**config.mk**
```make
export PLATFORM = sky130hd
export DESIGN_NAME = and_gate_delta_varint_decoder_flat
export DESIGN_NICKNAME = d
export VERILOG_FILES = /design/src/hdl/agdvd_pkg.sv /design/src/hdl/agdvd_in_if.sv /design/src/hdl/agdvd_out_if.sv /design/src/hdl/agdvd_cfg_if.sv /design/src/hdl/agdvd_varint.sv /design/src/hdl/and_gate_delta_varint_decoder.sv /design/src/flat_wrapper.sv
export SDC_FILE = /design/constraint.sdc
export NUM_CORES = 1
export LEC_CHECK = 0
export BUFFER_PORTS_ARGS = -buffer_cell sky130_fd_sc_hd__buf_2
export CAP_MARGIN = 20
export CORE_MARGIN = 5
export CORE_UTILIZATION = 44
export CTS_BUF_LIST = sky130_fd_sc_hd__clkbuf_16
export CTS_CLUSTER_DIAMETER = 60
export CTS_CLUSTER_SIZE = 10
export DETAILED_ROUTE_END_ITERATION = 8
export GPL_TIMING_DRIVEN = 0
export REMOVE_ABC_BUFFERS = 1
export SLEW_MARGIN = 15
export SYNTH_ARGS = -nofsm -noshare
export SYNTH_HDL_FRONTEND = slang
export SYNTH_SLANG_ARGS = --single-unit
```
**constraint.sdc**
```tcl
create_clock -name clk -period 6.7 [get_ports clk]
set_clock_uncertainty 0.05 [all_clocks]
set_input_delay 1.675 -clock clk [delete_from_list [all_inputs] [get_ports clk]]
set_output_delay 1.675 -clock clk [all_outputs]
set_load 0.05 [all_outputs]
```
**src/hdl/agdvd_pkg.sv**
```systemverilog
package agdvd_pkg;

    // Width of a variable index and of the configuration registers.
    localparam int IDX_BITS = 31;
    localparam int CFG_DATA_BITS = 32;
    localparam int CFG_IDX_BITS = 1;
    localparam int ERR_BITS = 3;

    // Varint byte layout.
    localparam int PAYLOAD_BITS = 7;
    localparam int CONT_BIT = 7;

    // Saturation value of the gate index.
    localparam logic [IDX_BITS-1:0] IDX_MAX = {IDX_BITS{1'b1}};
    localparam logic [IDX_BITS-1:0] IDX_RESET = IDX_BITS'(1);

    // Configuration register indexes.
    typedef enum logic [CFG_IDX_BITS-1:0] {
        CFG_FIRST_GATE = 1'b0,
        CFG_LAST_GATE  = 1'b1
    } cfg_idx_t;

    // Error codes of a decoded gate.
    typedef enum logic [ERR_BITS-1:0] {
        ERR_OK        = 3'd0,
        ERR_DELTA0    = 3'd1,
        ERR_DELTA1    = 3'd2,
        ERR_OVERFLOW  = 3'd3,
        ERR_PAST_LAST = 3'd4
    } err_t;

endpackage

```
**src/hdl/agdvd_in_if.sv**
```systemverilog
interface agdvd_in_if;
    logic       valid;
    logic       ready;
    logic [7:0] data_byte;
    logic       section_start;

    modport source (output valid, output data_byte, output section_start, input ready);
    modport sink (input valid, input data_byte, input section_start, output ready);
endinterface

```
**src/hdl/agdvd_out_if.sv**
```systemverilog
interface agdvd_out_if #(
    parameter int LIT_BITS = 32
);
    logic                valid;
    logic                ready;
    logic [LIT_BITS-1:0] gate_literal;
    logic [LIT_BITS-1:0] left_literal;
    logic [LIT_BITS-1:0] right_literal;
    logic [2:0]          error_code;
    logic                last_gate;

    modport source (
        output valid, output gate_literal, output left_literal, output right_literal,
        output error_code, output last_gate, input ready
    );
    modport sink (
        input valid, input gate_literal, input left_literal, input right_literal,
        input error_code, input last_gate, output ready
    );
endinterface

```
**src/hdl/agdvd_cfg_if.sv**
```systemverilog
interface agdvd_cfg_if;
    logic        valid;
    logic        ready;
    logic [0:0]  index;
    logic [31:0] data;

    modport source (output valid, output index, output data, input ready);
    modport sink (input valid, input index, input data, output ready);
endinterface

```
**src/hdl/agdvd_varint.sv**
```systemverilog
module agdvd_varint #(
    parameter int LIT_BITS = 32,
    parameter int MAX_VARINT_BYTES = 5
) (
    input  logic                clk,
    input  logic                rst_n,
    input  logic                take,
    input  logic                restart,
    input  logic [7:0]          data_byte,
    output logic [LIT_BITS-1:0] acc_now,
    output logic                ovf_now
);
    import agdvd_pkg::*;

    localparam int POS_BITS = $clog2(MAX_VARINT_BYTES + 1);
    localparam int WIDE_BITS = LIT_BITS + PAYLOAD_BITS * MAX_VARINT_BYTES;
    localparam int SHIFT_BITS = $clog2(WIDE_BITS);

    logic [LIT_BITS-1:0]  acc_reg;
    logic [POS_BITS-1:0]  pos_reg;
    logic                 ovf_reg;
    logic [LIT_BITS-1:0]  acc_base;
    logic [POS_BITS-1:0]  pos_base;
    logic                 ovf_base;
    logic [POS_BITS-1:0]  pos_now;
    logic [SHIFT_BITS-1:0] shift_amt;
    logic [WIDE_BITS-1:0] shifted;

    always_comb
    begin
        acc_base  = restart ? '0 : acc_reg;
        pos_base  = restart ? '0 : pos_reg;
        ovf_base  = restart ? 1'b0 : ovf_reg;
        shift_amt = SHIFT_BITS'(pos_base) * SHIFT_BITS'(PAYLOAD_BITS);
        shifted   = WIDE_BITS'(data_byte[PAYLOAD_BITS-1:0]) << shift_amt;
        if (pos_base >= POS_BITS'(MAX_VARINT_BYTES))
        begin
            // Too many bytes: the payload is dropped and the position saturates.
            ovf_now = 1'b1;
            acc_now = acc_base;
            pos_now = pos_base;
        end
        else
        begin
            // Any payload bit that lands above the literal width is lost.
            ovf_now = ovf_base | (|shifted[WIDE_BITS-1:LIT_BITS]);
            acc_now = acc_base | shifted[LIT_BITS-1:0];
            pos_now = pos_base + POS_BITS'(1);
        end
    end

    always_ff @(posedge clk or negedge rst_n)
    begin
        if (!rst_n)
        begin
            acc_reg <= '0;
            pos_reg <= '0;
            ovf_reg <= 1'b0;
        end
        else if (take)
        begin
            if (data_byte[CONT_BIT])
            begin
                acc_reg <= acc_now;
                pos_reg <= pos_now;
                ovf_reg <= ovf_now;
            end
            else
            begin
                acc_reg <= '0;
                pos_reg <= '0;
                ovf_reg <= 1'b0;
            end
        end
    end

endmodule

```
**src/hdl/and_gate_delta_varint_decoder.sv**
```systemverilog
// Output: a gate appears on the output in the cycle after the transfer of the last
// byte of its second varint.
// Throughput: one byte per cycle; the output register frees the input side unless a
// finished gate is waiting and the sink holds ready low.
// Reset: all decoding state clears, both gate index registers read one, the gate index
// starts at one, and no result is pending.
module and_gate_delta_varint_decoder #(
    parameter int LIT_BITS = 32,
    parameter int MAX_VARINT_BYTES = 5
) (
    input  logic        clk,
    input  logic        rst_n,
    agdvd_in_if.sink    byte_stream,
    agdvd_out_if.source gate_stream,
    agdvd_cfg_if.sink   cfg
);
    import agdvd_pkg::*;

    // Configuration registers. The first gate only reaches the gate index when a
    // byte with section_start is transferred; at reset the index loads one.
    logic [IDX_BITS-1:0] first_gate_reg;
    logic [IDX_BITS-1:0] last_gate_reg;

    // Pair decoding state.
    logic [IDX_BITS-1:0] gate_idx_reg;
    logic [IDX_BITS-1:0] gate_idx_next;
    logic                second_half_reg;
    logic                second_half_next;
    logic [LIT_BITS-1:0] held_left_reg;
    logic [LIT_BITS-1:0] held_left_next;
    err_t                held_err_reg;
    err_t                held_err_next;

    // Output register.
    logic                out_valid_reg;
    logic [LIT_BITS-1:0] gate_lit_reg;
    logic [LIT_BITS-1:0] left_lit_reg;
    logic [LIT_BITS-1:0] right_lit_reg;
    err_t                err_reg;
    logic                last_reg;

    logic                take;
    logic                restart;
    logic                varint_end;
    logic                emit;
    logic [IDX_BITS-1:0] gate_idx_base;
    logic                second_half_base;
    logic [LIT_BITS-1:0] held_left_base;
    err_t                held_err_base;
    logic [LIT_BITS-1:0] gate_lit;
    logic [LIT_BITS-1:0] acc_now;
    logic                ovf_now;
    logic [LIT_BITS-1:0] right_lit;
    err_t                emit_err;

    // A new byte is taken whenever the output register is empty or drains in
    // this same cycle, so a waiting gate never blocks the byte stream by itself.
    assign byte_stream.ready = !out_valid_reg || gate_stream.ready;
    assign take    = byte_stream.valid && byte_stream.ready;
    assign restart = byte_stream.section_start;
    assign cfg.ready = 1'b1;

    // The varint unit folds the current byte into the running value and reports
    // the value and overflow flag as they stand with this byte included.
    agdvd_varint #(
        .LIT_BITS         (LIT_BITS),
        .MAX_VARINT_BYTES (MAX_VARINT_BYTES)
    ) u_varint (
        .clk       (clk),
        .rst_n     (rst_n),
        .take      (take),
        .restart   (restart),
        .data_byte (byte_stream.data_byte),
        .acc_now   (acc_now),
        .ovf_now   (ovf_now)
    );

    always_comb
    begin
        // A section start restarts the pair state before this byte is used.
        gate_idx_base    = restart ? first_gate_reg : gate_idx_reg;
        second_half_base = restart ? 1'b0 : second_half_reg;
        held_left_base   = restart ? '0 : held_left_reg;
        held_err_base    = restart ? ERR_OK : held_err_reg;

        gate_lit   = LIT_BITS'({gate_idx_base, 1'b0});
        right_lit  = held_left_base - acc_now;
        varint_end = !byte_stream.data_byte[CONT_BIT];
        emit       = take && varint_end && second_half_base;

        // Error priority: past the last gate, then whatever the first varint left,
        // then overflow of the second varint, then a second delta that is too big.
        if (gate_idx_base > last_gate_reg)
            emit_err = ERR_PAST_LAST;
        else if (held_err_base != ERR_OK)
            emit_err = held_err_base;
        else if (ovf_now)
            emit_err = ERR_OVERFLOW;
        else if (acc_now > held_left_base)
            emit_err = ERR_DELTA1;
        else
            emit_err = ERR_OK;

        gate_idx_next    = gate_idx_base;
        second_half_next = second_half_base;
        held_left_next   = held_left_base;
        held_err_next    = held_err_base;
        if (varint_end)
        begin
            if (!second_half_base)
            begin
                // First delta done: keep the left literal and its error.
                second_half_next = 1'b1;
                held_left_next   = gate_lit - acc_now;
                if (ovf_now)
                    held_err_next = ERR_OVERFLOW;
                else if (acc_now > gate_lit)
                    held_err_next = ERR_DELTA0;
                else
                    held_err_next = ERR_OK;
            end
            else
            begin
                // Pair complete: advance the index, saturating at its top value.
                second_half_next = 1'b0;
                held_left_next   = '0;
                held_err_next    = ERR_OK;
                if (gate_idx_base != IDX_MAX)
                    gate_idx_next = gate_idx_base + IDX_BITS'(1);
            end
        end
    end

    always_ff @(posedge clk or negedge rst_n)
    begin
        if (!rst_n)
        begin
            first_gate_reg  <= IDX_RESET;
            last_gate_reg   <= IDX_RESET;
            gate_idx_reg    <= IDX_RESET;
            second_half_reg <= 1'b0;
            held_left_reg   <= '0;
            held_err_reg    <= ERR_OK;
            out_valid_reg   <= 1'b0;
        end
        else
        begin
            if (cfg.valid)
            begin
                case (cfg_idx_t'(cfg.index))
                    CFG_FIRST_GATE: first_gate_reg <= cfg.data[IDX_BITS-1:0];
                    CFG_LAST_GATE:  last_gate_reg  <= cfg.data[IDX_BITS-1:0];
                    default:        ;
                endcase
            end
            if (take)
            begin
                gate_idx_reg    <= gate_idx_next;
                second_half_reg <= second_half_next;
                held_left_reg   <= held_left_next;
                held_err_reg    <= held_err_next;
            end
            if (emit)
                out_valid_reg <= 1'b1;
            else if (gate_stream.ready)
                out_valid_reg <= 1'b0;
        end
    end

    // Result payload needs no reset; it is only looked at while valid is high.
    always_ff @(posedge clk)
    begin
        if (emit)
        begin
            gate_lit_reg  <= gate_lit;
            left_lit_reg  <= held_left_base;
            right_lit_reg <= right_lit;
            err_reg       <= emit_err;
            last_reg      <= (gate_idx_base == last_gate_reg);
        end
    end

    assign gate_stream.valid         = out_valid_reg;
    assign gate_stream.gate_literal  = gate_lit_reg;
    assign gate_stream.left_literal  = left_lit_reg;
    assign gate_stream.right_literal = right_lit_reg;
    assign gate_stream.error_code    = err_reg;
    assign gate_stream.last_gate     = last_reg;

endmodule
```
**src/flat_wrapper.sv**
```systemverilog
// flat-port wrapper written by rule: the top's interface ports become plain ports
module and_gate_delta_varint_decoder_flat import agdvd_pkg::*;
#(
    parameter int LIT_BITS = 32,
    parameter int MAX_VARINT_BYTES = 5
)
  (clk, rst_n, byte_stream_valid, byte_stream_data_byte, byte_stream_section_start, byte_stream_ready, gate_stream_valid, gate_stream_gate_literal, gate_stream_left_literal, gate_stream_right_literal, gate_stream_error_code, gate_stream_last_gate, gate_stream_ready, cfg_valid, cfg_index, cfg_data, cfg_ready);
  agdvd_in_if byte_stream_i ();
  agdvd_out_if #(.LIT_BITS(LIT_BITS)) gate_stream_i ();
  agdvd_cfg_if cfg_i ();
  input  logic clk;
  input  logic rst_n;
  input wire logic [$bits(byte_stream_i.valid)-1:0] byte_stream_valid;
  input wire logic [$bits(byte_stream_i.data_byte)-1:0] byte_stream_data_byte;
  input wire logic [$bits(byte_stream_i.section_start)-1:0] byte_stream_section_start;
  output wire logic [$bits(byte_stream_i.ready)-1:0] byte_stream_ready;
  output wire logic [$bits(gate_stream_i.valid)-1:0] gate_stream_valid;
  output wire logic [$bits(gate_stream_i.gate_literal)-1:0] gate_stream_gate_literal;
  output wire logic [$bits(gate_stream_i.left_literal)-1:0] gate_stream_left_literal;
  output wire logic [$bits(gate_stream_i.right_literal)-1:0] gate_stream_right_literal;
  output wire logic [$bits(gate_stream_i.error_code)-1:0] gate_stream_error_code;
  output wire logic [$bits(gate_stream_i.last_gate)-1:0] gate_stream_last_gate;
  input wire logic [$bits(gate_stream_i.ready)-1:0] gate_stream_ready;
  input wire logic [$bits(cfg_i.valid)-1:0] cfg_valid;
  input wire logic [$bits(cfg_i.index)-1:0] cfg_index;
  input wire logic [$bits(cfg_i.data)-1:0] cfg_data;
  output wire logic [$bits(cfg_i.ready)-1:0] cfg_ready;
  assign byte_stream_i.valid = byte_stream_valid;
  assign byte_stream_i.data_byte = byte_stream_data_byte;
  assign byte_stream_i.section_start = byte_stream_section_start;
  assign byte_stream_ready = byte_stream_i.ready;
  assign gate_stream_valid = gate_stream_i.valid;
  assign gate_stream_gate_literal = gate_stream_i.gate_literal;
  assign gate_stream_left_literal = gate_stream_i.left_literal;
  assign gate_stream_right_literal = gate_stream_i.right_literal;
  assign gate_stream_error_code = gate_stream_i.error_code;
  assign gate_stream_last_gate = gate_stream_i.last_gate;
  assign gate_stream_i.ready = gate_stream_ready;
  assign cfg_i.valid = cfg_valid;
  assign cfg_i.index = cfg_index;
  assign cfg_i.data = cfg_data;
  assign cfg_ready = cfg_i.ready;
  and_gate_delta_varint_decoder #(.LIT_BITS(LIT_BITS), .MAX_VARINT_BYTES(MAX_VARINT_BYTES)) u_core (.clk(clk), .rst_n(rst_n), .byte_stream(byte_stream_i), .gate_stream(gate_stream_i), .cfg(cfg_i));
endmodule
```
### After elaboration in Yosys (flattened, before gate mapping)

Cells that the tools add are included.

* input bits: 47
* output and inout bits: 103
* bits in latches: 0
* memory bits (writable): 0
* memories: 0
* register bits after elaboration: 265
* bits in read-only memories: 0

* shift-type cells: 1
* eq/ne operators: 2
* $mul: 1
* order comparisons: 4
* muxes and demuxes: 29
* divide/modulo/power cells: 0
* $add $sub $neg: 4
* reduce and logical (&&, ||, !) cells: 11
* bitwise gates (word level): 3

Operator list (count)
* 32-bit two-way mux: 6
* 31-bit two-way mux: 4
* 7-bit by 6-bit left shift with 67-bit output: 1
* 32-bit > comparator: 2
* 32-bit subtractor: 2
* 35-bit OR reduction: 1
* 32-bit bitwise OR: 1
* 31-bit by 1-bit adder with 31-bit output (second input constant): 1
* 31-bit == test: 1
* 31-bit > comparator: 1
* 31-bit != test (second input constant): 1
* 3-bit two-way mux: 9
* 1-bit two-way mux: 9
* 3-bit by 3-bit multiplier with 6-bit output (second input constant): 1
* 2-bit AND reduction: 2
* 3-bit by 1-bit adder with 3-bit output (second input constant): 1
* 3-bit >= comparator (second input constant): 1
* 1-bit logical AND: 3
* 3-bit nonzero test: 1
* 1-bit zero test: 2
* 2-bit two-way mux: 1
* 2-bit nonzero test: 1
* 1-bit logical OR: 1
* 1-bit inverter: 1
* 1-bit bitwise OR: 1

### Depth between registers and ports, before layout

Gate-level depths: netlist (run 1).

* depth after elaboration: 10
* depth in mapped cells: 18
* mapped depth without buffers: 16

### By module

A second synthesis (run 1) with hierarchy kept.

* cells, all modules: 1412
* area total of the unflattened synthesis: 15115.7 um^2

Modules (own cells, without submodules)
* and_gate_delta_varint_decoder: times used 1, area an instance 13131.3 um^2, sequential area each 6229.7 um^2, cells an instance 1239
* agdvd_varint: times used 1, area an instance 1984.4 um^2, sequential area each 900.9 um^2, cells an instance 173

### Worst setup path before layout (run 1)

No wires, ideal clock.

* path type: input -> register
* from: input port gate_stream_ready
* to: register u_core.err_reg[0] (netlist: u_core.gate_stream.error_code[0]), enable pin
* slack: -0.717 ns
* arrival: 6.809 ns
* required time: 6.092 ns
* cell stages on the path: 4
* cells stage by stage: nand2b_1 -> nand2_1 -> clkbuf_1 -> nor2_1

* longest elaborated chain between the ends: 4

RTL lines
* from (decl): line flat_wrapper.sv:23 `input wire logic [$bits(gate_stream_i.ready)-1:0] gate_stream_ready;`
* 1-bit logical OR: line and_gate_delta_varint_decoder.sv:58 `assign byte_stream.ready = !out_valid_reg || gate_stream.ready;`
* 1-bit logical AND: line and_gate_delta_varint_decoder.sv:59 `assign take = byte_stream.valid && byte_stream.ready;`
* 1-bit logical AND (2 in series): line and_gate_delta_varint_decoder.sv:89 `emit = take && varint_end && second_half_base;`
* via u_core.emit: line and_gate_delta_varint_decoder.sv:45 `logic emit;`
* to (signal assigned): line and_gate_delta_varint_decoder.sv:178 `err_reg <= emit_err;`
* to (decl): line and_gate_delta_varint_decoder.sv:39 `err_t err_reg;`

The timed path passes the listed nets, and every way through them passes these cells.
A chain may end at the register's enable or synchronous reset.

### Worst setup path after layout (run 1)

* from: input port byte_stream_section_start
* to: register u_core.right_lit_reg[31] (netlist: u_core.gate_stream.right_literal[31]) (data pin)

* longest elaborated chain between the ends: 6
* elaborated cells between the ends (all ways): 9
* classes of those cells: add/sub (1); mul (1); order compare (1); shift (1); mux (4); bitwise (1)

RTL lines
* from (decl): line flat_wrapper.sv:15 `input wire logic [$bits(byte_stream_i.section_start)-1:0] byte_stream_section_start;`
* 3-bit two-way mux: line agdvd_varint.sv:32 `pos_base = restart ? '0 : pos_reg;`
* 3-bit by 3-bit multiplier with 6-bit output: line agdvd_varint.sv:34 `shift_amt = SHIFT_BITS'(pos_base) * SHIFT_BITS'(PAYLOAD_BITS);`
* 7-bit by 6-bit left shift with 67-bit output: line agdvd_varint.sv:35 `shifted = WIDE_BITS'(data_byte[PAYLOAD_BITS-1:0]) << shift_amt;`
* 32-bit bitwise OR: line agdvd_varint.sv:47 `acc_now = acc_base | shifted[LIT_BITS-1:0];`
* 32-bit two-way mux: line agdvd_varint.sv:36 `if (pos_base >= POS_BITS'(MAX_VARINT_BYTES))`
* 32-bit subtractor (*): line and_gate_delta_varint_decoder.sv:87 `right_lit = held_left_base - acc_now;`
* via u_core.right_lit[31]: line and_gate_delta_varint_decoder.sv:53 `logic [LIT_BITS-1:0] right_lit;`
* to (signal assigned): line and_gate_delta_varint_decoder.sv:177 `right_lit_reg <= right_lit;`
* to (decl): line and_gate_delta_varint_decoder.sv:38 `logic [LIT_BITS-1:0] right_lit_reg;`

Mark *: on every way through the listed nets, which the timed path passes. The rest lies on a longest branch.

==> results.md, run 1 <==
| Quantity | Reported | Unit |
|:---|:---|:---|
| Status | finished, final reports clean | - |
| Final setup viols | 0 | - |
| Number of antenna diodes | 0 | - |
| Pin count of the biggest net entering global routing | 88 | - |
| Vias | 11435 | - |
| Worst vdd rail ir drop | 0.1538 | mV |
| Setup Fix Bufs, Post-CTS | 0 | - |
| Die width | 195.7 | microns |
| Detailed Route Iter0 Violations | 734 | - |
| Max frequency | 162.3 | MHz |
| Slew Limit Fails | 0 | - |
| Antenna viol nets, final | 0 | - |
| Post-CTS Hold Buffers | 0 | - |
| DP Wirelength | 29310 | microns |
| Overall track demand over capacity in global routing | 0.2035 | - |
| Max-Cap Viols | 0 | - |
| Hold/Removal Path Class | reg2reg | - |
| Highest net fanout along the worst path | 61 | - |
| Actual transition at the worst max-transition pin | 1163 | ps |
| Fraction of registers with async set/reset | 0.6264 | - |
| Smallest hold slack | 414.2 | ps |
| Worst EP arrival | 6370 | ps |
| Syn. warnings | 0 | - |
| Setup repair after global routing missed its margin | false | - |
| Crit path setup slack, layout | 537.5 | ps |
| Clock period minus final worst setup slack | 6162 | ps |
| Static Leak | 7.584 | nW |
| PortBufs | 146 | - |
| Starting density of the core | 0.4426 | - |
| Number of buffers added by the clock tree synthesis step | 34 | - |
| Post-synthesis instance area | 0.01518 | sq mm |
| Clock sink total | 265 | - |
| Final cell utilization of the core | 0.5101 | - |
| Initial antenna violation count | 0 | - |
| Number of nets at the end of the flow | 1719 | - |
| Number of gates resized after CTS | 0 | - |
| Root buf cell | sky130_fd_sc_hd__clkbuf_16 | - |
| Insertion delay of the later-clocked pin in the worst-skew pair | 510 | ps |
| Layout cell share with drive strength beyond 1 | 0.2025 | - |
| Count of state elements after synthesis | 265 | - |
| Number of enable flip-flop cells after synthesis | 99 | - |
| Final period util | 0.9198 | - |
| Cell count of the worst hold path | 2 | - |
| Headroom to the max-slew limit | 0.2229 | - |
| DRC viols | 0 | - |
| Fraction of the yosys area taken by sequential cells | 0.4699 | - |
| Die Span Y | 195.7 | microns |
| Minimum setup slack after placement | -269.6 | ps |
| Number of search-and-repair iterations in the first detailed-routing pass | 7 | - |
| Via-to-Cell Ratio | 5.551 | - |
| Reg power frac | 0.357 | - |
| Final hold violation count | 0 | - |
| Mapped Cells | 1446 | - |
| Mean cell area of the mapped netlist | 10.50 | sq um |
| Routability cong. | 0.8622 | - |
| Setup total negative slack | 0 | ps |
| Switching share of power | 0.3443 | - |
| Global-route wire length before repair | 63270 | microns |
| Total gr overflow | 0 | - |
| Startpoint Class | input pin | - |
| Kind of end point of the critical path | flip-flop | - |
| Portion of total power attributed to the clock network | 0.293 | - |
| Combinational fraction of design power | 0.350 | - |
| Detailed-route wire length | 39310 | microns |
| Worst R2R Path Depth | 14 | - |
| Power density over cell area | 334.4 | mW/mm^2 |
| Syn-to-layout area delta | 15.26 | % |
| Leading register cell type out of synthesis | sky130_fd_sc_hd__dfrtp_1 | - |
| Number of top-level pins | 150 | - |
| Number of cell rows | 68 | - |
| Count of unique library cells instantiated by Yosys | 93 | - |
| Clock tree from TritonCTS | yes | - |
| Routed WL per cell | 19.08 | microns |
| Critical path required time | 6910 | ps |
| Die outline area | 0.03830 | sq mm |
| Internal power of the cells | 3.835 | mW |
| CTS H-tree lvls | 2 | - |
| Clock buffer depth | 3 | - |
| Number of global-route vias before repair | 11339 | - |
| Overall Power | 5.849 | mW |
| Sw Pwr | 2.013 | mW |
| Clock transition at the register clock pins on the worst setup and hold paths after CTS | 60 | ps |
| Critical Setup Path Class | in2reg | - |
| Std-Cell Core Area | 0.03429 | sq mm |
-- stage by stage --
step	instances	instance area, sq um
after floorplan	1389	14900
after global placement	1990	16200
after detailed placement	1998	16430
after CTS	2060	17490
after global routing	2060	17490
final	2060	17490
-- layer usage --
layer	vias up	global-route usage	part of all wire
met4	0	0.05612	0.024
met1	5507	0.3005	0.48
met3	61	0.02937	0.049
met2	310	0.3147	0.44
met5	-	0	0
li1	5557	-	-
-- power groups by stage --
stage | registers (mW) | logic [mW] | clock network [mW]
global placement | 2.11 | 2.00 | 0
detailed placement | 2.12 | 2.04 | 0
finish | 2.09 | 2.05 | 1.71
CTS | 2.09 | 2.05 | 1.75
global route | 2.11 | 2.28 | 1.82
floorplan | 2.17 | 1.47 | 0
-- cells in the final DEF (no fill, tap or decap), types with 5 or more instances in the layout --
master and count:
sky130_fd_sc_hd__nor4_1 5, sky130_fd_sc_hd__buf_12 5, sky130_fd_sc_hd__xnor2_1 49, sky130_fd_sc_hd__nor2_1 48, sky130_fd_sc_hd__nand2_1 167, sky130_fd_sc_hd__nand2b_1 15
sky130_fd_sc_hd__a21oi_1 71, sky130_fd_sc_hd__o21bai_1 7, sky130_fd_sc_hd__o21a_1 9, sky130_fd_sc_hd__clkbuf_16 37, sky130_fd_sc_hd__nand4_1 20, sky130_fd_sc_hd__a31oi_1 12
sky130_fd_sc_hd__ha_1 93, sky130_fd_sc_hd__and2_1 8, sky130_fd_sc_hd__nand3_1 26, sky130_fd_sc_hd__a22oi_1 34, sky130_fd_sc_hd__nor3_1 28, sky130_fd_sc_hd__nor2b_1 42
sky130_fd_sc_hd__buf_2 144, sky130_fd_sc_hd__dfrtp_1 163, sky130_fd_sc_hd__xor2_1 32, sky130_fd_sc_hd__o21ai_0 120, sky130_fd_sc_hd__a21boi_0 6, sky130_fd_sc_hd__mux2i_1 9
sky130_fd_sc_hd__edfxtp_1 99, sky130_fd_sc_hd__o31ai_1 12, sky130_fd_sc_hd__a21o_1 36, sky130_fd_sc_hd__and3_1 7, sky130_fd_sc_hd__o21ai_1 9, sky130_fd_sc_hd__inv_1 81
sky130_fd_sc_hd__mux2_2 82, sky130_fd_sc_hd__or3_1 6, sky130_fd_sc_hd__nand3b_1 8
-- synthesized netlist by cell type (5+ instances only) --
master                     number  area share
sky130_fd_sc_hd__nand2_1      170       0.042
sky130_fd_sc_hd__dfrtp_1      163        0.27
sky130_fd_sc_hd__o21ai_0      120       0.040
sky130_fd_sc_hd__edfxtp_1      99        0.20
sky130_fd_sc_hd__ha_1          93       0.077
sky130_fd_sc_hd__mux2_2        82       0.061
sky130_fd_sc_hd__a21oi_1       71       0.023
sky130_fd_sc_hd__inv_1         63       0.016
sky130_fd_sc_hd__nor2_1        49       0.012
sky130_fd_sc_hd__xnor2_1       49       0.028
sky130_fd_sc_hd__nor2b_1       43       0.018
sky130_fd_sc_hd__clkbuf_1      39      0.0096
sky130_fd_sc_hd__a21o_1        36       0.018
sky130_fd_sc_hd__a22oi_1       34       0.017
sky130_fd_sc_hd__xor2_1        32       0.018
sky130_fd_sc_hd__nor3_1        30      0.0099
sky130_fd_sc_hd__nand3_1       26      0.0086
sky130_fd_sc_hd__nand4_1       20      0.0082
sky130_fd_sc_hd__nand2b_1      15      0.0062
sky130_fd_sc_hd__a31oi_1       12      0.0049
sky130_fd_sc_hd__o31ai_1       12      0.0059
sky130_fd_sc_hd__mux2i_1        9      0.0059
sky130_fd_sc_hd__o21a_1         9      0.0045
sky130_fd_sc_hd__o21ai_1        9      0.0030
sky130_fd_sc_hd__and2_1         8      0.0033
sky130_fd_sc_hd__nand3b_1       8      0.0040
sky130_fd_sc_hd__and3_1         7      0.0029
sky130_fd_sc_hd__o21bai_1       7      0.0035
sky130_fd_sc_hd__or3_1          7      0.0029
sky130_fd_sc_hd__a21boi_0       6      0.0030
sky130_fd_sc_hd__buf_4          6      0.0030
sky130_fd_sc_hd__nor4_1         5      0.0021
-- cell type report --
type / count / area [sq um]
Inverter: 63 / 236.5
Multi-Input combinational cell: 1061 / 7576
Tap cell: 455 / 569.3
Sequential cell: 265 / 7131
Fill cell: 3182 / 16800
Timing Repair Buffer: 154 / 925.9
Clock inverter: 25 / 127.6
Clock buffer: 37 / 925.9
-- critical path, cell delays in order --
cell and delay, ps:
sky130_fd_sc_hd__buf_4 280, sky130_fd_sc_hd__buf_16 290, sky130_fd_sc_hd__inv_2 650, sky130_fd_sc_hd__nand2_1 220, sky130_fd_sc_hd__nor3_2 510, sky130_fd_sc_hd__a22oi_1 280, sky130_fd_sc_hd__ha_1 490, sky130_fd_sc_hd__a21oi_1 100
sky130_fd_sc_hd__o21ai_0 230, sky130_fd_sc_hd__a21o_1 160, sky130_fd_sc_hd__a21oi_1 60, sky130_fd_sc_hd__o21ai_0 410, sky130_fd_sc_hd__o41ai_4 160, sky130_fd_sc_hd__o311a_1 390, sky130_fd_sc_hd__o21ai_1 200, sky130_fd_sc_hd__a21oi_2 90
sky130_fd_sc_hd__xnor2_1 120
-- worst paths after layout --
kind / slack [ps] / from / end
min in group asynchronous: 1080 / rst_n / u_core.last_gate_reg[5]$_DFFE_PN0P_
worst min-delay path: 410 / u_core.gate_idx_reg[30]$_DFFE_PN0P_ / u_core.gate_idx_reg[30]$_DFFE_PN0P_
worst min register to register: 410 / u_core.gate_idx_reg[30]$_DFFE_PN0P_ / u_core.gate_idx_reg[30]$_DFFE_PN0P_
worst max-delay path: 540 / byte_stream_section_start / u_core.gate_stream.right_literal[31]$_DFFE_PP_
max in group asynchronous: 4620 / rst_n / u_core.first_gate_reg[30]$_DFFE_PN0P_
worst max register to register: 1770 / u_core.u_varint.pos_reg[0]$_DFFE_PN0P_ / u_core.held_left_reg[30]$_DFFE_PN0P_
-- cells by family after synthesis --
family / count (synthesis) / synth area share
multiplexers: 92 / 0.06769
other: 2 / 0.0004949
AND/OR/NAND/NOR: 420 / 0.1418
AO/OA/AOI/OAI: 372 / 0.1626
XOR/XNOR: 81 / 0.04675
buffers and inverters: 120 / 0.03347
adder cells (fa/ha/maj): 94 / 0.07734
flip-flops: 265 / 0.4699
No activity file was read; power rests on OpenSTA's default activity.
==> run 2: changes to the inputs <==
--- a/config.mk
+++ b/config.mk
@@ -5,6 +5,7 @@
 export SDC_FILE = /design/constraint.sdc
 export NUM_CORES = 1
 export LEC_CHECK = 0
+export ABC_AREA = 1
 export BUFFER_PORTS_ARGS = -buffer_cell sky130_fd_sc_hd__buf_2
 export CAP_MARGIN = 20
 export CORE_MARGIN = 5
==> run 2 against run 1 <==
Sequential power fell by 4%. Critical path depth stayed put. Clock power is 7% higher. Non-clock buffer count is 1 lower. Combinational power rose by 6%.
==> results.md, run 2 <==
| Quantity | Reported | Unit | Change |
|:---|:---|:---|:---|
| Status | finished, final reports clean | - |  |
| Final cell utilization of the core | 0.5104 | - | about the same |
| Initial antenna violation count | 0 | - | unchanged |
| Insertion delay of the later-clocked pin in the worst-skew pair | 540 | ps | +30 ps |
| Worst EP arrival | 6390 | ps | +20 ps |
| Worst Setup SP | byte_stream_section_start | - |  |
| Fraction of registers with async set/reset | 0.6264 | - | unchanged |
| Final hold violation count | 0 | - | unchanged |
| Clock transition at the register clock pins on the worst setup and hold paths after CTS | 60 | ps | about the same |
| Number of cell rows | 71 | - | +4.4% |
| R2R Setup Slk | 2300 | ps | +530 ps |
| Post-CTS Hold Buffers | 0 | - | unchanged |
| Vias | 15302 | - | +34% |
| Layout cell share with drive strength beyond 1 | 0.1187 | - | -0.08383 |
| Die Span Y | 205.9 | microns | +5.2% |
| Mapped Cells | 2229 | - | +54% |
| Starting density of the core | 0.4473 | - | +0.004658 |
| Detailed Route Iter0 Violations | 1100 | - | +50% |
| Max frequency | 162.2 | MHz | about the same |
| Most frequent cells in the layout | sky130_fd_sc_hd__nand2_1, sky130_fd_sc_hd__inv_1, sky130_fd_sc_hd__nor2_1 | - |  |
| Count of unique library cells instantiated by Yosys | 63 | - | -32% |
| Overall track demand over capacity in global routing | 0.2528 | - | +0.04935 |
| Largest area contributor in the synthesized netlist | sky130_fd_sc_hd__dfrtp_1 | - |  |
| Setup repair after global routing missed its margin | false | - |  |
| Most common cell after layout, fill and taps aside | sky130_fd_sc_hd__nand2_1 | - |  |
| Headroom to the max-slew limit | 0.3142 | - | +0.09124 |
| Worst vdd rail ir drop | 0.2138 | mV | +39% |
| Largest cells by area after synthesis | sky130_fd_sc_hd__dfrtp_1, sky130_fd_sc_hd__edfxtp_1, sky130_fd_sc_hd__nand2_1 | - |  |
| Fraction of the yosys area taken by sequential cells | 0.4223 | - | -0.04759 |
| Final setup viols | 0 | - | unchanged |
| Reg2reg start | u_core.u_varint.pos_reg[2]$_DFFE_PN0P_ | - |  |
| Hold/Removal Path Class | reg2reg | - |  |
| Syn-to-layout area delta | 14.11 | % |  |
| Clock sink total | 265 | - | unchanged |
| Highest net fanout along the worst path | 57 | - | -6.6% |
| Met3 track utilization from global routing | 0.02856 | - | -0.0008083 |
| Std-Cell Core Area | 0.03776 | sq mm | +10% |
| Clock tree from TritonCTS | yes | - |  |
| Critical Setup Path Class | in2reg | - |  |
| Actual transition at the worst max-transition pin | 1028 | ps | -135.2 ps |
| Number of buffers added by the clock tree synthesis step | 36 | - | +5.9% |
| Clock period minus final worst setup slack | 6166 | ps | +3.971 ps |
| Max-Cap Viols | 0 | - | unchanged |
| Power density over cell area | 311.6 | mW/mm^2 | -6.8% |
| Detailed-route wire length | 53730 | microns | +37% |
| Die outline area | 0.04239 | sq mm | +11% |
| Routed WL per cell | 18.55 | microns | -2.8% |
| Met1 layer usage reported by global route | 0.3249 | - | +0.02442 |
| CTS H-tree lvls | 2 | - | unchanged |
| Pin count of the biggest net entering global routing | 93 | - | +5.7% |
| GR met2 Demand/Resource | 0.4409 | - | +0.1261 |
| Global-route layer with the greatest usage | met2 | - |  |
| Kind of end point of the critical path | flip-flop | - |  |
| PortBufs | 146 | - | unchanged |
| Number of filler cells placed in the layout | 3767 | - | +18% |
| Total gr overflow | 0 | - | unchanged |
| DP Wirelength | 41100 | microns | +40% |
| Commonest cells post-synth | sky130_fd_sc_hd__nand2_1, sky130_fd_sc_hd__inv_1, sky130_fd_sc_hd__nor2_1, sky130_fd_sc_hd__dfrtp_1, sky130_fd_sc_hd__o21ai_0 | - |  |
| CP Capture Point | u_core.gate_stream.error_code[1]$_SDFFCE_PN0P_ | - |  |
| Leading cell type by number of instances after synthesis | sky130_fd_sc_hd__nand2_1 | - |  |
| Worst R2R Path Depth | 14 | - | unchanged |
| Slew Limit Fails | 0 | - | unchanged |
| Startpoint Class | input pin | - |  |
| Clock buffer depth | 3 | - | unchanged |
| Number of enable flip-flop cells after synthesis | 99 | - | unchanged |
| Setup total negative slack | 0 | ps | unchanged |
| Critical path required time | 6920 | ps | about the same |
| Root buf cell | sky130_fd_sc_hd__clkbuf_16 | - |  |
| Number of top-level pins | 150 | - | unchanged |
| Static Leak | 9.395 | nW | +24% |
| Count of state elements after synthesis | 265 | - | unchanged |
| Antenna viol nets, final | 0 | - | unchanged |
| Final period util | 0.9204 | - | about the same |
| Number of gates resized after CTS | 0 | - | unchanged |
| DRC viols | 0 | - | unchanged |
| Number of search-and-repair iterations in the first detailed-routing pass | 6 | - | -1 |
| Syn. warnings | 0 | - | unchanged |
| Global-route wire length before repair | 82860 | microns | +31% |
| FF-to-FF End | u_core.gate_stream.error_code[1]$_SDFFCE_PN0P_ | - |  |
| Via-to-Cell Ratio | 5.282 | - | -4.8% |
| Number of nets at the end of the flow | 2499 | - | +45% |
| Area share of the largest cell type after synthesis | 0.2416 | - | -0.02722 |
| Routability cong. | 0.9597 | - | +11% |
| Setup Fix Bufs, Post-CTS | 0 | - | unchanged |
| Mean cell area of the mapped netlist | 7.576 | sq um | -28% |
| Leading register cell type out of synthesis | sky130_fd_sc_hd__dfrtp_1 | - |  |
| Post-synthesis instance area | 0.01689 | sq mm | +11% |
| Number of global-route vias before repair | 14796 | - | +30% |
| Die width | 205.9 | microns | +5.2% |
run 2: cell types whose count changed after synthesis, moves of 33 or more:
cell / previous run / this run
sky130_fd_sc_hd__nand3_1: 26 / 110
sky130_fd_sc_hd__nor2b_1: 43 / 0
sky130_fd_sc_hd__a22oi_1: 34 / 1
sky130_fd_sc_hd__xnor2_1: 49 / 5
sky130_fd_sc_hd__inv_1: 63 / 320
sky130_fd_sc_hd__nor2_1: 49 / 194
sky130_fd_sc_hd__o22ai_1: 2 / 48
sky130_fd_sc_hd__a21oi_1: 71 / 118
sky130_fd_sc_hd__mux2_2: 82 / 0
sky130_fd_sc_hd__nand2_1: 170 / 612
sky130_fd_sc_hd__o21ai_0: 120 / 162
run 2: routing by layer:
layer	share of wire	wire length (microns)	vias to the layer above
met2	0.49	26300	446
met5	0	0	-
li1	-	-	7599
met4	0.036	1936	0
met3	0.047	2548	105
met1	0.43	22950	7152
run 2: logic make-up after synthesis:
family	after synthesis	synth area share
and+or+nand+nor	1013	0.2520
other	2	0.0004447
xor gates and xnor gates	31	0.01608
DFF	265	0.4223
AOI/OAI and AO/OA	434	0.1474
buffers and inverters	391	0.09292
adders and majority gates	93	0.06891
run 2: area by class of cell:
class                   instances  area (sq um)  share of cell area
multi-input cells            1573          8225              0.4269
clock buffers                  37         925.9             0.04805
clock inverters                27         197.7             0.01026
well taps                     511         639.4             0.03318
inverters                     330          1249             0.06481
flip-flops and latches        265          7131              0.3701
repair buffers                153         898.4             0.04662
diodes                          1         2.502           0.0001299
run 2: power breakdown:
group	internal, mW	leakage [nW]	total, mW	switching [mW]
clock network	1.11	0.608	1.83	0.718
registers	1.92	3.03	2.00	0.0811
logic	0.658	5.75	2.18	1.52
total	3.69	9.40	6.00	2.32
run 2: how the worst min path moves through the flow:
stage                                     startpoint                                    end  slack [ps]  cells past startpoint
4_1_cts          u_core.gate_idx_reg[25]$_DFFE_PN0P_    u_core.gate_idx_reg[25]$_DFFE_PN0P_         430                      2
3_3_place_gp     u_core.gate_idx_reg[25]$_DFFE_PN0P_    u_core.gate_idx_reg[25]$_DFFE_PN0P_         410                      2
3_5_place_dp     u_core.gate_idx_reg[25]$_DFFE_PN0P_    u_core.gate_idx_reg[25]$_DFFE_PN0P_         420                      2
5_1_grt         u_core.held_left_reg[21]$_DFFE_PN0P_   u_core.held_left_reg[21]$_DFFE_PN0P_         440                      2
6_report       u_core.first_gate_reg[30]$_DFFE_PN0P_  u_core.first_gate_reg[30]$_DFFE_PN0P_         430                      2
2_1_floorplan    u_core.gate_idx_reg[25]$_DFFE_PN0P_    u_core.gate_idx_reg[25]$_DFFE_PN0P_         390                      2
run 2: critical path, cell delays in order:
cell and delay, ps:
sky130_fd_sc_hd__buf_4 440, sky130_fd_sc_hd__buf_16 320, sky130_fd_sc_hd__inv_6 270, sky130_fd_sc_hd__nand2_1 640
sky130_fd_sc_hd__clkinv_1 740, sky130_fd_sc_hd__o22ai_1 300, sky130_fd_sc_hd__inv_1 140, sky130_fd_sc_hd__ha_1 440
sky130_fd_sc_hd__nand2_1 110, sky130_fd_sc_hd__nor2_1 110, sky130_fd_sc_hd__inv_1 90, sky130_fd_sc_hd__nor3_1 350
sky130_fd_sc_hd__nand3b_1 180, sky130_fd_sc_hd__nand3_1 240, sky130_fd_sc_hd__nand2_1 110, sky130_fd_sc_hd__nand2_1 80
sky130_fd_sc_hd__a21oi_1 60
run 2: through the flow:
step / worst slack (ps) / area, sq um / hold slack (ps) / total power, mW / instances
2_1_floorplan: -1215 / 16560 / 393.6 / 3.517 / 2168
3_3_place_gp: -4628 / 17930 / 412.0 / 4.161 / 2825
3_5_place_dp: 19.66 / 18140 / 417.9 / 4.185 / 2832
4_1_cts: 592.5 / 19270 / 430.7 / 6.038 / 2896
5_1_grt: 193.7 / 19270 / 437.5 / 6.389 / 2896
6_report: 533.6 / 19270 / 428.4 / 6.005 / 2897
==> run 3: changes to the inputs <==
--- a/config.mk
+++ b/config.mk
@@ -8,6 +8,8 @@
 export ABC_AREA = 1
 export BUFFER_PORTS_ARGS = -buffer_cell sky130_fd_sc_hd__buf_2
 export CAP_MARGIN = 20
+export CELL_PAD_IN_SITES_DETAIL_PLACEMENT = 0
+export CELL_PAD_IN_SITES_GLOBAL_PLACEMENT = 1
 export CORE_MARGIN = 5
 export CORE_UTILIZATION = 44
 export CTS_BUF_LIST = sky130_fd_sc_hd__clkbuf_16
@@ -15,6 +17,7 @@
 export CTS_CLUSTER_SIZE = 10
 export DETAILED_ROUTE_END_ITERATION = 8
 export GPL_TIMING_DRIVEN = 0
+export PLACE_DENSITY_LB_ADDON = 0.1
 export REMOVE_ABC_BUFFERS = 1
 export SLEW_MARGIN = 15
 export SYNTH_ARGS = -nofsm -noshare
==> run 3 against run 2 <==
Setup slack improved by 43 ps. Routed wire length rose by 1.1%. Sequential share of layout area rose by 0.089 points. Via count fell by 1.1%. Clock power fell by 4%. Final cell count barely moved. Core utilization fell by 0.12 points. Clock-buffer cell count rose by 1. Critical path depth fell by 1. Fmax rose by 0.71%. Sequential cell count did not move. Register-to-register slack got worse by 40 ps.
==> results.md, run 3 (synthesis gave the netlist of run 2 again) <==
| Quantity | Reported | Unit | Change |
|:---|:---|:---|:---|
| Status | finished, final reports clean | - |  |
| Syn-to-layout area delta | 13.83 | % |  |
| Hold/Removal Path Class | reg2reg | - |  |
| Number of cell rows | 71 | - | unchanged |
| Max-Cap Viols | 0 | - | unchanged |
| Placed Instances | 2832 | - | unchanged |
| Kind of end point of the critical path | flip-flop | - |  |
| Startpoint Class | input pin | - |  |
| Standard cell with the maximum stage delay on the critical path | sky130_fd_sc_hd__clkinv_1 | - |  |
| Detailed-route wire length | 54300 | microns | +1.1% |
| Worst Min Path Start | u_core.held_left_reg[27]$_DFFE_PN0P_ | - |  |
| Reg power frac | 0.337 | - | +0.004 |
| Clock tree from TritonCTS | yes | - |  |
| Routability cong. | 0.9921 | - | +3.4% |
| Setup repair after global routing missed its margin | false | - |  |
| Antenna viol nets, final | 0 | - | unchanged |
| Post-CTS Hold Buffers | 0 | - | unchanged |
| Headroom to the max-slew limit | 0.2956 | - | -0.01861 |
| Number of top-level pins | 150 | - | unchanged |
| Via-to-Cell Ratio | 5.230 | - | -0.98% |
| DP Wirelength | 41820 | microns | +1.7% |
| Routed WL per cell | 18.75 | microns | +1.1% |
| Cell count of the worst hold path | 2 | - | unchanged |
| Worst R2R Path Depth | 13 | - | -1 |
| Cell mode on critical path | sky130_fd_sc_hd__nand2_1 | - |  |
| Worst vdd rail ir drop | 0.1991 | mV | -6.9% |
| Setup Fix Bufs, Post-CTS | 0 | - | unchanged |
| Die outline area | 0.04239 | sq mm | unchanged |
| CTS H-tree lvls | 2 | - | unchanged |
| Switching share of power | 0.3872 | - | +0.001210 |
| Critical path required time | 7080 | ps | +160 ps |
| FF-to-FF End | u_core.held_left_reg[30]$_DFFE_PN0P_ | - |  |
| Most common cell after layout, fill and taps aside | sky130_fd_sc_hd__nand2_1 | - |  |
| Die Span Y | 205.9 | microns | unchanged |
| Number of global-route vias before repair | 14957 | - | +1.1% |
| Pin count of the biggest net entering global routing | 93 | - | unchanged |
| Clock buffer depth | 3 | - | unchanged |
| Number of gates resized after CTS | 0 | - | unchanged |
| Number of nets at the end of the flow | 2497 | - | -0.080% |
| Internal power of the cells | 3.625 | mW | -1.7% |
| Combined buffer and inverter count along the critical path | 5 | - | -1 |
| Most frequent cells in the layout | sky130_fd_sc_hd__nand2_1, sky130_fd_sc_hd__inv_1, sky130_fd_sc_hd__nor2_1 | - |  |
| Max frequency | 163.3 | MHz | +0.71% |
| Overall track demand over capacity in global routing | 0.2581 | - | +0.005280 |
| Final hold violation count | 0 | - | unchanged |
| Final period util | 0.9139 | - | -0.006487 |
| Final setup viols | 0 | - | unchanged |
| Detailed Route Iter0 Violations | 1103 | - | +0.27% |
| Die width | 205.9 | microns | unchanged |
| PortBufs | 146 | - | unchanged |
| Peak per-stage delay on the critical path | 730 | ps | about the same |
| Critical path cell sequence | buf_4 > buf_16 > inv_6 > nand2_1 > clkinv_1 > nor2_1 > a32oi_1 > ha_1 > nand2_1 > inv_1 > a21boi_0 > o21ai_0 > a311oi_1 > nand3_1 > nand3_1 > nand2_1 | - |  |
| Worst EP arrival | 6500 | ps | +110 ps |
| Slew Limit Fails | 0 | - | unchanged |
| Cell class contributing the biggest share of worst-path delay | buffers and inverters | - |  |
| Insertion delay of the later-clocked pin in the worst-skew pair | 550 | ps | about the same |
| Sw Pwr | 2.290 | mW | -1.2% |
| Final standard cell count with taps included and fillers excluded | 2895 | - | -0.069% |
| Layout cell share with drive strength beyond 1 | 0.1167 | - | -0.001999 |
| Combinational fraction of design power | 0.366 | - | +0.004 |
| Clock period minus final worst setup slack | 6123 | ps | -43.47 ps |
| Std-Cell Core Area | 0.03776 | sq mm | unchanged |
| Final cell utilization of the core | 0.5091 | - | -0.001226 |
| Starting density of the core | 0.4473 | - | unchanged |
| Clock transition at the register clock pins on the worst setup and hold paths after CTS | 50 | ps | about the same |
| Clock sink total | 265 | - | unchanged |
| Reg2reg start | u_core.u_varint.pos_reg[2]$_DFFE_PN0P_ | - |  |
| Endpoint with the worst hold slack | u_core.held_left_reg[27]$_DFFE_PN0P_ | - |  |
| Total gr overflow | 0 | - | unchanged |
| Initial antenna violation count | 1 | - | +1 |
| Highest net fanout along the worst path | 61 | - | +7.0% |
| Static Leak | 9.386 | nW | about the same |
| R2R Setup Slk | 2260 | ps | -40 ps |
| Actual transition at the worst max-transition pin | 1055 | ps | +27.88 ps |
| Number of buffers added by the clock tree synthesis step | 34 | - | -5.6% |
| Number of search-and-repair iterations in the first detailed-routing pass | 5 | - | -1 |
| Root buf cell | sky130_fd_sc_hd__clkbuf_16 | - |  |
| Vias | 15141 | - | -1.1% |
| Global-route wire length before repair | 84190 | microns | +1.6% |
| Number of filler cells placed in the layout | 3753 | - | -0.37% |
| Power density over cell area | 307.7 | mW/mm^2 | -1.3% |
| Critical Setup Path Class | in2reg | - |  |
| DRC viols | 0 | - | unchanged |
| Portion of total power attributed to the clock network | 0.296 | - | -0.009 |
run 3: worst max-delay path by stage:
stage                              start                                        endpoint  slack (ps)  depth (start not counted)
6_report       byte_stream_section_start            u_core.held_left_reg[30]$_DFFE_PN0P_         580                         16
5_1_grt        byte_stream_section_start            u_core.held_left_reg[30]$_DFFE_PN0P_         260                         16
4_1_cts        byte_stream_section_start  u_core.gate_stream.error_code[1]$_SDFFCE_PN0P_         670                         17
3_5_place_dp   byte_stream_section_start  u_core.gate_stream.error_code[1]$_SDFFCE_PN0P_         100                         17
3_3_place_gp   byte_stream_section_start   u_core.gate_stream.right_literal[3]$_DFFE_PP_       -4890                          6
2_1_floorplan          gate_stream_ready  u_core.gate_stream.error_code[0]$_SDFFCE_PN0P_       -1210                          4
run 3: cell type report:
| cell class | instances | area (sq um) | share of cell area |
|---|---|---|---|
| multi-input cells | 1573 | 8225 | 0.4279 |
| flip-flops and latches | 265 | 7131 | 0.3710 |
| inverters | 330 | 1249 | 0.06496 |
| clock buffers | 38 | 950.9 | 0.04947 |
| repair buffers | 153 | 898.4 | 0.04674 |
| well taps | 511 | 639.4 | 0.03326 |
| clock inverters | 24 | 126.4 | 0.006574 |
| diodes | 1 | 2.502 | 0.0001302 |
run 3: layer usage:
metal	GRT usage	part of all wire	up-vias
met5	0	0.00024	-
met4	0.09054	0.037	2
met3	0.03750	0.043	106
met2	0.4549	0.49	376
met1	0.3244	0.43	7072
li1	-	-	7585
run 3: per-stage QoR:
step                setup WS [ps]  TNS, ps  area (sq um)  hold slack, ps  power, mW
floorplan                   -1215  -120240         16560           393.6      3.517
global placement            -4891  -534990         17930           408.7      4.162
detailed placement          95.14        0         18140           413.8      4.185
CTS                         671.4        0         19220           432.0      5.957
global route                259.2        0         19220           453.5      6.322
finish                      577.0        0         19220           427.0      5.915
run 3: power groups by stage:
stage | Clock, mW | Sequential, mW | Combinational, mW
floorplan | 0 | 2.09 | 1.43
global route | 1.87 | 2.01 | 2.44
CTS | 1.79 | 2.00 | 2.17
global placement | 0 | 2.03 | 2.14
detailed placement | 0 | 2.02 | 2.16
finish | 1.75 | 2.00 | 2.17
run 3: worst min-delay path, cell delays in order, from the launching register on:
cell                      delay [ps]
sky130_fd_sc_hd__dfrtp_1         340
sky130_fd_sc_hd__nand2_1          50
sky130_fd_sc_hd__nand2_1          50
